### src/utf8_encoder_with_color_escapes_defines.svh
// Assertion macros for the UTF-8 terminal encoder.
// Each macro samples on the rising edge of i_clk of the module that uses it.
`ifndef UTF8_ENCODER_WITH_COLOR_ESCAPES_DEFINES_SVH
`define UTF8_ENCODER_WITH_COLOR_ESCAPES_DEFINES_SVH

// Same-cycle implication, off while reset is held.
`define UE_ASSERT_NOW(label, ante, cons, msg) \
    label: assert property (@(posedge i_clk) disable iff (!i_rst_n) \
        (ante) |-> (cons)) else $error(msg);

// Next-cycle implication, off while reset is held.
`define UE_ASSERT_NEXT(label, ante, cons, msg) \
    label: assert property (@(posedge i_clk) disable iff (!i_rst_n) \
        (ante) |=> (cons)) else $error(msg);

// Next-cycle implication that also runs through reset.
`define UE_ASSERT_ALWAYS_NEXT(label, ante, cons, msg) \
    label: assert property (@(posedge i_clk) (ante) |=> (cons)) else $error(msg);

`endif

### src/ue_pkg.sv
`timescale 1ns / 1ps
package ue_pkg;

    localparam logic [7:0]  ESC_BYTE     = 8'h1B;
    localparam logic [7:0]  LBRACK_BYTE  = 8'h5B;
    localparam logic [7:0]  M_BYTE       = 8'h6D;
    localparam logic [7:0]  DIGIT0_BYTE  = 8'h30;
    localparam logic [20:0] CP_MAX       = 21'h10FFFF;
    localparam logic [20:0] CP_1B_MAX    = 21'h00007F;
    localparam logic [20:0] CP_2B_LIMIT  = 21'h000800;
    localparam logic [20:0] CP_3B_LIMIT  = 21'h010000;
    localparam logic [7:0]  LEAD2        = 8'hC0;
    localparam logic [7:0]  LEAD3        = 8'hE0;
    localparam logic [7:0]  LEAD4        = 8'hF0;
    localparam logic [7:0]  CONT         = 8'h80;

    localparam logic [6:0]  FORE_OFFSET_RESET = 7'd30;
    localparam logic [6:0]  BACK_OFFSET_RESET = 7'd40;
    localparam logic [7:0]  COLOUR_RESET      = 8'd255;

    localparam int QUEUE_DEPTH = 4;
    localparam int QUEUE_PTR_W = $clog2(QUEUE_DEPTH);
    localparam int QUEUE_CNT_W = $clog2(QUEUE_DEPTH + 1);

    typedef enum logic {
        CFG_FORE_OFFSET = 1'b0,
        CFG_BACK_OFFSET = 1'b1
    } t_cfg_reg;

    typedef enum logic [1:0] {
        SEG_FORE = 2'd0,
        SEG_BACK = 2'd1,
        SEG_UTF  = 2'd2
    } t_seg_sel;

    // One run of bytes, left packed; len 0 means the run is absent.
    typedef struct packed {
        logic [5:0][7:0] bytes;
        logic [2:0]      len;
    } t_seg;

    // Everything the serializer needs for one item.
    typedef struct packed {
        t_seg fore;
        t_seg back;
        t_seg utf;
    } t_job;

endpackage

### src/ue_front.sv
`timescale 1ns / 1ps
module ue_front (
    input  logic           i_clk,
    input  logic           i_rst_n,
    input  logic           i_accept,
    input  logic [7:0]     i_fore_colour,
    input  logic [7:0]     i_back_colour,
    input  logic [20:0]    i_code_point,
    input  logic [6:0]     i_fore_offset,
    input  logic [6:0]     i_back_offset,
    output ue_pkg::t_job   o_job
);

    // Build ESC [ <decimal> m for a number in 0..382.
    function automatic ue_pkg::t_seg build_escape(input logic [8:0] num);
        ue_pkg::t_seg seg;
        logic [3:0]   hund;
        logic [8:0]   rem9;
        logic [6:0]   rem;
        logic [3:0]   tens;
        logic [3:0]   ones;
        hund = 4'd0;
        rem9 = num;
        if (num >= 9'd300) begin
            hund = 4'd3;
            rem9 = num - 9'd300;
        end else if (num >= 9'd200) begin
            hund = 4'd2;
            rem9 = num - 9'd200;
        end else if (num >= 9'd100) begin
            hund = 4'd1;
            rem9 = num - 9'd100;
        end
        rem  = rem9[6:0];
        tens = 4'd0;
        for (int j = 1; j <= 9; j++) begin
            if (rem >= 7'(j * 10)) begin
                tens = 4'(j);
            end
        end
        ones = 4'(rem - 7'(7'({3'd0, tens}) * 7'd10));
        seg = '0;
        seg.bytes[0] = ue_pkg::ESC_BYTE;
        seg.bytes[1] = ue_pkg::LBRACK_BYTE;
        if (hund != 4'd0) begin
            seg.bytes[2] = ue_pkg::DIGIT0_BYTE + {4'd0, hund};
            seg.bytes[3] = ue_pkg::DIGIT0_BYTE + {4'd0, tens};
            seg.bytes[4] = ue_pkg::DIGIT0_BYTE + {4'd0, ones};
            seg.bytes[5] = ue_pkg::M_BYTE;
            seg.len      = 3'd6;
        end else if (tens != 4'd0) begin
            seg.bytes[2] = ue_pkg::DIGIT0_BYTE + {4'd0, tens};
            seg.bytes[3] = ue_pkg::DIGIT0_BYTE + {4'd0, ones};
            seg.bytes[4] = ue_pkg::M_BYTE;
            seg.len      = 3'd5;
        end else begin
            seg.bytes[2] = ue_pkg::DIGIT0_BYTE + {4'd0, ones};
            seg.bytes[3] = ue_pkg::M_BYTE;
            seg.len      = 3'd4;
        end
        return seg;
    endfunction

    logic [7:0]  r_cur_fore;
    logic [7:0]  r_cur_back;
    logic [20:0] cp;
    logic [8:0]  fore_num;
    logic [8:0]  back_num;

    always_ff @(posedge i_clk) begin
        if (!i_rst_n) begin
            r_cur_fore <= ue_pkg::COLOUR_RESET;
            r_cur_back <= ue_pkg::COLOUR_RESET;
        end else if (i_accept) begin
            r_cur_fore <= i_fore_colour;
            r_cur_back <= i_back_colour;
        end
    end

    always_comb begin
        fore_num = {2'd0, i_fore_offset} + {1'b0, i_fore_colour};
        back_num = {2'd0, i_back_offset} + {1'b0, i_back_colour};
        cp = (i_code_point > ue_pkg::CP_MAX) ? ue_pkg::CP_MAX : i_code_point;

        o_job = '0;
        if (i_fore_colour != r_cur_fore) begin
            o_job.fore = build_escape(fore_num);
        end
        if (i_back_colour != r_cur_back) begin
            o_job.back = build_escape(back_num);
        end

        if (cp <= ue_pkg::CP_1B_MAX) begin
            o_job.utf.bytes[0] = cp[7:0];
            o_job.utf.len      = 3'd1;
        end else if (cp < ue_pkg::CP_2B_LIMIT) begin
            o_job.utf.bytes[0] = ue_pkg::LEAD2 | {3'd0, cp[10:6]};
            o_job.utf.bytes[1] = ue_pkg::CONT | {2'd0, cp[5:0]};
            o_job.utf.len      = 3'd2;
        end else if (cp < ue_pkg::CP_3B_LIMIT) begin
            o_job.utf.bytes[0] = ue_pkg::LEAD3 | {4'd0, cp[15:12]};
            o_job.utf.bytes[1] = ue_pkg::CONT | {2'd0, cp[11:6]};
            o_job.utf.bytes[2] = ue_pkg::CONT | {2'd0, cp[5:0]};
            o_job.utf.len      = 3'd3;
        end else begin
            o_job.utf.bytes[0] = ue_pkg::LEAD4 | {5'd0, cp[20:18]};
            o_job.utf.bytes[1] = ue_pkg::CONT | {2'd0, cp[17:12]};
            o_job.utf.bytes[2] = ue_pkg::CONT | {2'd0, cp[11:6]};
            o_job.utf.bytes[3] = ue_pkg::CONT | {2'd0, cp[5:0]};
            o_job.utf.len      = 3'd4;
        end
    end

endmodule

### src/ue_queue.sv
`timescale 1ns / 1ps
module ue_queue (
    input  logic          i_clk,
    input  logic          i_rst_n,
    input  logic          i_push,
    input  ue_pkg::t_job  i_job,
    output logic          o_full,
    input  logic          i_pop,
    output logic          o_valid,
    output ue_pkg::t_job  o_job
);

    ue_pkg::t_job                   r_mem [ue_pkg::QUEUE_DEPTH];
    logic [ue_pkg::QUEUE_PTR_W-1:0] r_wr_ptr;
    logic [ue_pkg::QUEUE_PTR_W-1:0] r_rd_ptr;
    logic [ue_pkg::QUEUE_CNT_W-1:0] r_count;
    logic                           do_push;
    logic                           do_pop;

    assign o_full  = (r_count == ue_pkg::QUEUE_CNT_W'(ue_pkg::QUEUE_DEPTH));
    assign o_valid = (r_count != '0);
    assign o_job   = r_mem[r_rd_ptr];
    assign do_push = i_push && !o_full;
    assign do_pop  = i_pop && o_valid;

    always_ff @(posedge i_clk) begin
        if (do_push) begin
            r_mem[r_wr_ptr] <= i_job;
        end
    end

    always_ff @(posedge i_clk) begin
        if (!i_rst_n) begin
            r_wr_ptr <= '0;
            r_rd_ptr <= '0;
            r_count  <= '0;
        end else begin
            if (do_push) begin
                r_wr_ptr <= r_wr_ptr + 1'b1;
            end
            if (do_pop) begin
                r_rd_ptr <= r_rd_ptr + 1'b1;
            end
            if (do_push && !do_pop) begin
                r_count <= r_count + 1'b1;
            end else if (do_pop && !do_push) begin
                r_count <= r_count - 1'b1;
            end
        end
    end

endmodule

### src/ue_back.sv
`timescale 1ns / 1ps
module ue_back (
    input  logic          i_clk,
    input  logic          i_rst_n,
    input  ue_pkg::t_job  i_job,
    input  logic          i_job_valid,
    output logic          o_job_pop,
    input  logic          i_pop,
    output logic          o_empty,
    output logic [7:0]    o_out_byte,
    output logic          o_last_byte
);

    logic             r_first;
    ue_pkg::t_seg_sel r_seg;
    logic [2:0]       r_idx;
    logic             r_out_valid;
    logic [7:0]       r_out_byte;
    logic             r_out_last;

    ue_pkg::t_seg_sel first_seg;
    ue_pkg::t_seg_sel eff_seg;
    ue_pkg::t_seg_sel after_seg;
    logic [2:0]       eff_idx;
    ue_pkg::t_seg     cur;
    logic             seg_end;
    logic             item_end;
    logic             out_ready;
    logic             fire;

    always_comb begin
        if (i_job.fore.len != 3'd0) begin
            first_seg = ue_pkg::SEG_FORE;
        end else if (i_job.back.len != 3'd0) begin
            first_seg = ue_pkg::SEG_BACK;
        end else begin
            first_seg = ue_pkg::SEG_UTF;
        end
        eff_seg = r_first ? first_seg : r_seg;
        eff_idx = r_first ? 3'd0 : r_idx;
        case (eff_seg)
            ue_pkg::SEG_FORE: cur = i_job.fore;
            ue_pkg::SEG_BACK: cur = i_job.back;
            default:          cur = i_job.utf;
        endcase
        seg_end  = (eff_idx == cur.len - 3'd1);
        item_end = seg_end && (eff_seg == ue_pkg::SEG_UTF);
        if (eff_seg == ue_pkg::SEG_FORE && i_job.back.len != 3'd0) begin
            after_seg = ue_pkg::SEG_BACK;
        end else begin
            after_seg = ue_pkg::SEG_UTF;
        end
        out_ready = !r_out_valid || i_pop;
        fire      = i_job_valid && out_ready;
        o_job_pop = fire && item_end;
    end

    always_ff @(posedge i_clk) begin
        if (!i_rst_n) begin
            r_first     <= 1'b1;
            r_seg       <= ue_pkg::SEG_FORE;
            r_idx       <= 3'd0;
            r_out_valid <= 1'b0;
        end else begin
            if (fire) begin
                if (item_end) begin
                    r_first <= 1'b1;
                end else if (seg_end) begin
                    r_first <= 1'b0;
                    r_seg   <= after_seg;
                    r_idx   <= 3'd0;
                end else begin
                    r_first <= 1'b0;
                    r_seg   <= eff_seg;
                    r_idx   <= eff_idx + 3'd1;
                end
            end
            if (fire) begin
                r_out_valid <= 1'b1;
            end else if (i_pop) begin
                r_out_valid <= 1'b0;
            end
        end
    end

    always_ff @(posedge i_clk) begin
        if (fire) begin
            r_out_byte <= cur.bytes[eff_idx];
            r_out_last <= item_end;
        end
    end

    assign o_empty     = !r_out_valid;
    assign o_out_byte  = r_out_byte;
    assign o_last_byte = r_out_last;

endmodule

### src/utf8_encoder_with_color_escapes.sv
`timescale 1ns / 1ps
// Terminal byte encoder: each item is one character cell (foreground colour,
// background colour, code point) and comes out as a byte stream, one byte
// per result, with o_last_byte high on the cell's final byte. A colour that
// differs from the one last sent is preceded by ESC [ <offset+colour> m, the
// number in decimal without leading zeros; both kept colours start at 255,
// so a first cell in colour 255 sends no escape. Code points above 0x10FFFF
// are clamped to 0x10FFFF; surrogates encode as plain three-byte sequences.
// Throughput: an item has 1 to 16 bytes (one to four UTF-8 bytes, plus
// four to six per colour escape), sent by the one-byte-per-cycle serializer
// that drives the output register, while the output side pops. The front
// end takes a new item every cycle while its four-entry job queue has room,
// so cells arrive back to back, and a waiting output byte blocks input only
// once the queue is full. Order: the first byte of an item passes through
// the job queue and then the output register before it reaches the ports.
module utf8_encoder_with_color_escapes (
    input  logic        i_clk,
    input  logic        i_rst_n,
    input  logic        push,
    output logic        full,
    input  logic [7:0]  i_fore_colour,
    input  logic [7:0]  i_back_colour,
    input  logic [20:0] i_code_point,
    output logic        empty,
    input  logic        pop,
    output logic [7:0]  o_out_byte,
    output logic        o_last_byte,
    input  logic        i_cfg_we,
    input  logic        i_cfg_index,
    input  logic [6:0]  i_cfg_data
);

`include "utf8_encoder_with_color_escapes_defines.svh"

    logic [6:0]   r_fore_offset;
    logic [6:0]   r_back_offset;
    logic         accept;
    ue_pkg::t_job front_job;
    ue_pkg::t_job head_job;
    logic         head_valid;
    logic         head_pop;

    // Configuration: write-only offsets; write them only while no item is
    // in flight.
    always_ff @(posedge i_clk) begin
        if (!i_rst_n) begin
            r_fore_offset <= ue_pkg::FORE_OFFSET_RESET;
            r_back_offset <= ue_pkg::BACK_OFFSET_RESET;
        end else if (i_cfg_we) begin
            case (ue_pkg::t_cfg_reg'(i_cfg_index))
                ue_pkg::CFG_FORE_OFFSET: r_fore_offset <= i_cfg_data;
                ue_pkg::CFG_BACK_OFFSET: r_back_offset <= i_cfg_data;
                default: ;
            endcase
        end
    end

    // Take an item whenever the job queue has a free slot.
    assign accept = push && !full;

    // Front end: compare colours against the kept ones, build the escape
    // runs and the UTF-8 run, and hand the whole job to the queue.
    ue_front u_front (
        .i_clk         (i_clk),
        .i_rst_n       (i_rst_n),
        .i_accept      (accept),
        .i_fore_colour (i_fore_colour),
        .i_back_colour (i_back_colour),
        .i_code_point  (i_code_point),
        .i_fore_offset (r_fore_offset),
        .i_back_offset (r_back_offset),
        .o_job         (front_job)
    );

    // Short job queue decouples classification from serialization.
    ue_queue u_queue (
        .i_clk   (i_clk),
        .i_rst_n (i_rst_n),
        .i_push  (accept),
        .i_job   (front_job),
        .o_full  (full),
        .i_pop   (head_pop),
        .o_valid (head_valid),
        .o_job   (head_job)
    );

    // Back end: walk the head job byte by byte into the output register,
    // release the job on its last byte.
    ue_back u_back (
        .i_clk       (i_clk),
        .i_rst_n     (i_rst_n),
        .i_job       (head_job),
        .i_job_valid (head_valid),
        .o_job_pop   (head_pop),
        .i_pop       (pop),
        .o_empty     (empty),
        .o_out_byte  (o_out_byte),
        .o_last_byte (o_last_byte)
    );

    // A full queue must have a job at its head.
    `UE_ASSERT_NOW(a_full_has_head, full, head_valid, "queue full with no head job")
    // An accepted item leaves the queue non-empty on the next cycle.
    `UE_ASSERT_NEXT(a_accept_fills, accept, head_valid, "accepted item lost from queue")
    // A job is only released while it is at the head.
    `UE_ASSERT_NOW(a_pop_valid, head_pop, head_valid, "job released from empty queue")
    // Reset leaves both sides empty and ready.
    `UE_ASSERT_ALWAYS_NEXT(a_reset_idle, !i_rst_n, empty && !full, "not idle after reset")

endmodule

### config.mk
export PLATFORM = sky130hd
export DESIGN_NAME = utf8_encoder_with_color_escapes
export DESIGN_NICKNAME = d
export VERILOG_FILES = /design/src/ue_pkg.sv /design/src/ue_front.sv /design/src/ue_queue.sv /design/src/ue_back.sv /design/src/utf8_encoder_with_color_escapes.sv
export VERILOG_INCLUDE_DIRS = /design/src /design/src/src
export SDC_FILE = /design/constraint.sdc
export NUM_CORES = 1
export LEC_CHECK = 0
export BUFFER_PORTS_ARGS = -buffer_cell sky130_fd_sc_hd__buf_2
export CORE_UTILIZATION = 35
export DETAILED_ROUTE_END_ITERATION = 12
export PLACE_DENSITY = 0.56
export SLEW_MARGIN = 15
export SYNTH_ARGS = -nofsm -noshare
export SYNTH_HDL_FRONTEND = slang
export SYNTH_SLANG_ARGS = --single-unit
### constraint.sdc
create_clock -name i_clk -period 6.2 [get_ports i_clk]
set_input_delay 0.31 -clock i_clk [delete_from_list [all_inputs] [get_ports i_clk]]
set_output_delay 0.31 -clock i_clk [all_outputs]
set_load 0.01 [all_outputs]
# [After elaboration in Yosys (flattened, before gate mapping)]
# Memories as Yosys holds them, arrays and structs flattened. A register that Yosys moved wholly into a read port is not among the register bits.
# Cells that the tools add are included.
[op_classes] mul=2 magnitude_cmp=29 bitwise_logic=2 mux=76 eq_ne=6 addsub=22 n_reduce_logical=27
[op_table] op="$pmux W51 S2" count=1
[op_table] op="$mux W7" count=12
[op_table] op="$mux W24" count=3
[op_table] op="$mux W51" count=1
[op_table] op="$mux W50" count=1
[op_table] op="$mux W16" count=3
[op_table] op="$mux W4" count=12
[op_table] op="$add A6 B4 Y7 const A" count=6
[op_table] op="$ge A7 B6 Y1 const B" count=6
[op_table] op="$ge A7 B7 Y1 const B" count=6
[op_table] op="$mux W3" count=14
[op_table] op="$ge A7 B5 Y1 const B" count=4
[op_table] op="$sub A7 B7 Y7 const B" count=4
[op_table] op="$mux W25" count=1
[op_table] op="$bmux W8 S3" count=1
[op_table] op="$mux W2" count=11
[op_table] op="$gt A21 B21 Y1 const B" count=1
[op_table] op="$le A21 B7 Y1 const B" count=1
[op_table] op="$lt A21 B12 Y1 const B" count=1
[op_table] op="$lt A21 B17 Y1 const B" count=1
[op_table] op="$mux W21" count=1
[op_table] op="$mux W19" count=1
[op_table] op="$add A7 B8 Y9" count=2
[op_table] op="$ge A9 B7 Y1 const B" count=2
[op_table] op="27 further kinds" count=68
[word_totals] mem_bits_rw=544 input_bits=50 ff_bits=53 memories=1 out_inout_bits=11
[mem_list] name="u_queue.r_mem" depth=4 word_bits=136 read_ports=1 rd_clocked_by_memory_dff=1 write_ports=1 line_no="ue_queue.sv:13" text="ue_pkg::t_job r_mem [ue_pkg::QUEUE_DEPTH];"

# [Logic depth before layout (Yosys ltp)]
[depth] word_depth=23 ltp_mapped=23 depth_no_buf=22

# [By module]
# From an unflattened synthesis, not the netlist that was laid out.
[unflattened] cells_unflattened=1901 hier_area_um2=30176.4
[modules_own_cells] module="ue_queue" n_inst=1 cells_per_inst=847 area_each_um2=22512.8
[modules_own_cells] module="ue_front" n_inst=1 cells_per_inst=685 area_each_um2=4789.6
[modules_own_cells] module="ue_back" n_inst=1 cells_per_inst=306 area_each_um2=2275.9
[modules_own_cells] module="utf8_encoder_with_color_escapes" n_inst=1 cells_per_inst=63 area_each_um2=598.1

# [Least setup slack after synthesis]
# Ideal clock, no wire load.
[synth_path] path_kind="input port to flip-flop" startpoint="in i_fore_colour[2]" endpoint="mem u_queue.r_mem[0][116] (netlist name) (data pin)" setup_slack_ps=697 setup_ps=225 cell_stages=23 arrival_ps=5278 path_cell_list="ha_1 -> a21oi_1 -> a21oi_1 -> or2_2 -> ha_1 -> and2_1 -> o32ai_1 -> a2111oi_4 -> or2_2 -> a2111oi_1 -> a311oi_2 -> and3_2 -> buf_2 -> nor2_1 -> a21oi_1 -> o2111a_1 -> o211ai_1 -> inv_1 -> ha_1 -> fa_1 -> xnor2_1 -> xnor2_1 -> a311oi_1"
[synth_rtl] element="start: declaration" line_no="utf8_encoder_with_color_escapes.sv:21" text="input logic [7:0] i_fore_colour,"
[synth_rtl] element="end: declaration" line_no="ue_queue.sv:13"

==> metrics.yaml <==
detail-route-antenna-nets: 0
p_clk_frac: 0.291
final-hold-violation-count: 0
p_sw_frac: 0.3133
required_ps: 6520
grt_pass1_wl_mm: 57.28
synthesis.area_mm2: 0.01576
synthFlopType: "edfxtp_1"
cts-root-buf: "clkbuf_16"
pwr-share-seq: 0.424
cts_buffer_depth: 3
start_kind: "flop"
numCtsBuffers: 36
synth-async-reset-ratio: 0
maxSlewViolCount: 0
skew_ps: 20.57
routabilityCongestion: 0.8544
drtIter0Drc: 932
synth_common_cells: "edfxtp_1, nand2_1, nor2_1"
leakagePower_uw: 0.005993
max_slew_margin: 0.2985
drt_wl_total_mm: 36.31
num_vias: 10340
synth_edf_count: 269
arrival_ps: 6110
synth.top_cell.area_share: 0.5124
initial_core_util: 0.3557
final_nets: 1398
end_kind: "flop"
gr-max-usage-layer: "met2"
overflow: 0
wl_per_cell_um: 18.83
synth_area_leader_cell: "edfxtp_1"
met3_usage: 0.02496
drc: 0
die_w_um: 214.2
hpwl_mm: 24.70
hold_path.class: "in2reg"
setup_viol: 0
synth.most_common_cell: "edfxtp_1"
p_comb_frac: 0.285
grt_util_all_layers: 0.1580
die_h_um: 214.2
synth_warnings: 0
met2_usage: 0.2585
die-area_mm2: 0.04589
finalPower_uw: 6661
layout-drive-gt1-share: 0.1751
crit_fanout: 13
area_delta_synth_final_pct: 13.09
p_sw_uw: 2087
drtPass1Iterations: 5
rows: 77
rsz0062_at_grt: "false"
clock_latency_ps: 530
fmax_mhz: 172.8
grt_pass1_vias: 10090
worst_pin_slew_ps: 1052
cap_viol_max_count: 0
path_clk_slew_ps: 60
hp-start: "i_cfg_data[1]"
internal_power_uw: 4574
timing.setup.tns_ps: 0
ys_ff_latch: 315
synthTopCellsByArea: "edfxtp_1, mux4_2, dfxtp_1"
antenna_found_initial: 0
critPathKind: "reg2reg"
p_per_area_mw_per_mm2: 373.6
cts_tree: "done"
peakVddDrop_v: 0.0001935
htreeDepth: 2
syn_nets: 1337
num_antenna_cells: 0
period_share: 0.9335
cp-startpoint: "r_back_offset[0]"
synth_seq_area_share: 0.5708
ys_types: 88
synthCells: 1249
synth_area_per_cell_um2: 12.62
pin_count: 61
r2r-start: "r_back_offset[0]"
met1_usage: 0.2175
outcome: "finished clean"
period_needed_ps: 5788
cts_sinks: 315
coreArea_mm2: 0.04432
grt_max_degree: 66
vias_per_cell: 5.361
port_buffers: 60
==> power groups by stage <==
stage / logic (uW) / clock network, uW / registers, uW
floorplan: 1360 / 0 / 2850
global placement: 1850 / 0 / 2860
detailed placement: 1870 / 0 / 2870
CTS: 1880 / 1990 / 2830
global route: 2100 / 2070 / 2850
finish: 1900 / 1940 / 2820
==> cell families after synthesis <==
family          count (synthesis)  synth area share
simple gates                  353            0.1042
buf+inv                       106           0.02714
compound gates                273            0.1244
mux                           109            0.1088
fa+ha+maj                      45           0.03699
flops                         315            0.5708
xor+xnor                       48           0.02762
==> what timing repair did <==
item	4_1_cts	5_1_grt
hold buffers	1	0
setup buffers	0	4
gates resized for setup	0	4
hold endpoints to repair	1	0
setup endpoints to repair	0	16
==> sequential cells by signal (all words and copies together) (netlist names), named ones only <==
| name | cells |
|---|---|
| u_front.r_cur_fore | 8 |
| u_queue.r_mem | 260 |
| u_queue.r_count | 3 |
| u_queue.r_rd_ptr | 2 |
| u_back.r_idx | 3 |
| u_back.o_last_byte | 1 |
| u_back.r_seg | 2 |
| u_back.r_out_valid | 1 |
| r_fore_offset | 7 |
| u_back.r_first | 1 |
| u_front.r_cur_back | 8 |
| u_queue.r_wr_ptr | 2 |
| u_back.o_out_byte | 8 |
| r_back_offset | 7 |
==> layer usage <==
metal / up-vias / part of all wire
met5: - / 0
met4: 0 / 0.017
met3: 37 / 0.047
met2: 257 / 0.48
met1: 5112 / 0.46
li1: 4930 / -
==> worst max-delay path, cell delays in order (launching register included) <==
cell       delay (ps)
dfxtp_1           310
ha_1              220
fa_1              440
and3_1            250
or3_1             390
and2_1            220
inv_1             130
ha_1              220
o311ai_0          140
o21ai_1           330
buf_4             180
nor3_1             40
nor3_1            210
o211a_2           390
nand2_1            80
a2bb2oi_1         150
o221ai_1          190
a22o_1            270
inv_1              70
ha_1              190
fa_1              370
xor2_1            280
xnor2_1           150
a221oi_2          370
==> through the flow <==
| step | setup slack [ps] | instance area, um2 | utilization | cells | hold WS [ps] |
|---|---|---|---|---|---|
| detailed placement | 127.0 | 16710 | 0.3771 | 1859 | 463.9 |
| floorplan | 697.2 | 15760 | - | 1249 | 434.2 |
| global route | 9.640 | 17830 | 0.4023 | 1928 | 35.55 |
| CTS | 299.0 | 17790 | 0.4014 | 1924 | 5.785 |
| finish | 412.1 | 17830 | 0.4023 | 1928 | 32.48 |
| global placement | 253.6 | 16710 | 0.3771 | 1859 | 466.1 |
==> cell usage in the layout, fill, tap and decap left out, drive strengths merged, types with 13 or more instances in the layout <==
cell / instances
buf: 84
inv: 45
a211oi: 18
a21boi: 13
mux4: 49
mux2i: 51
edfxtp: 269
clkbuf: 49
a31oi: 13
a221oi: 15
nor2: 100
and2: 19
nand3: 47
nand2: 107
o21ai: 43
dfxtp: 46
o22ai: 22
a21oi: 59
ha: 33
xnor2: 36
nor3: 20
==> layout make-up <==
type                    instances  area [um2]
clock inverters                15       115.1
multi-input cells             828        6361
repair buffers                 85       490.5
fillers                      4246       26490
inverters                      44       166.4
clock buffers                  49       949.7
well taps                     592       740.7
flip-flops and latches        315        9004
==> final timing paths <==
check / cells past startpoint / end / slack, ps
max: 23 / u_queue.r_mem[1][65] / 410
min: 3 / r_fore_offset[1] / 30
max reg2reg: 23 / u_queue.r_mem[1][65] / 410
min reg2reg: 2 / r_back_offset[4] / 470
Note: power is estimated with default switching activity, not from simulation.
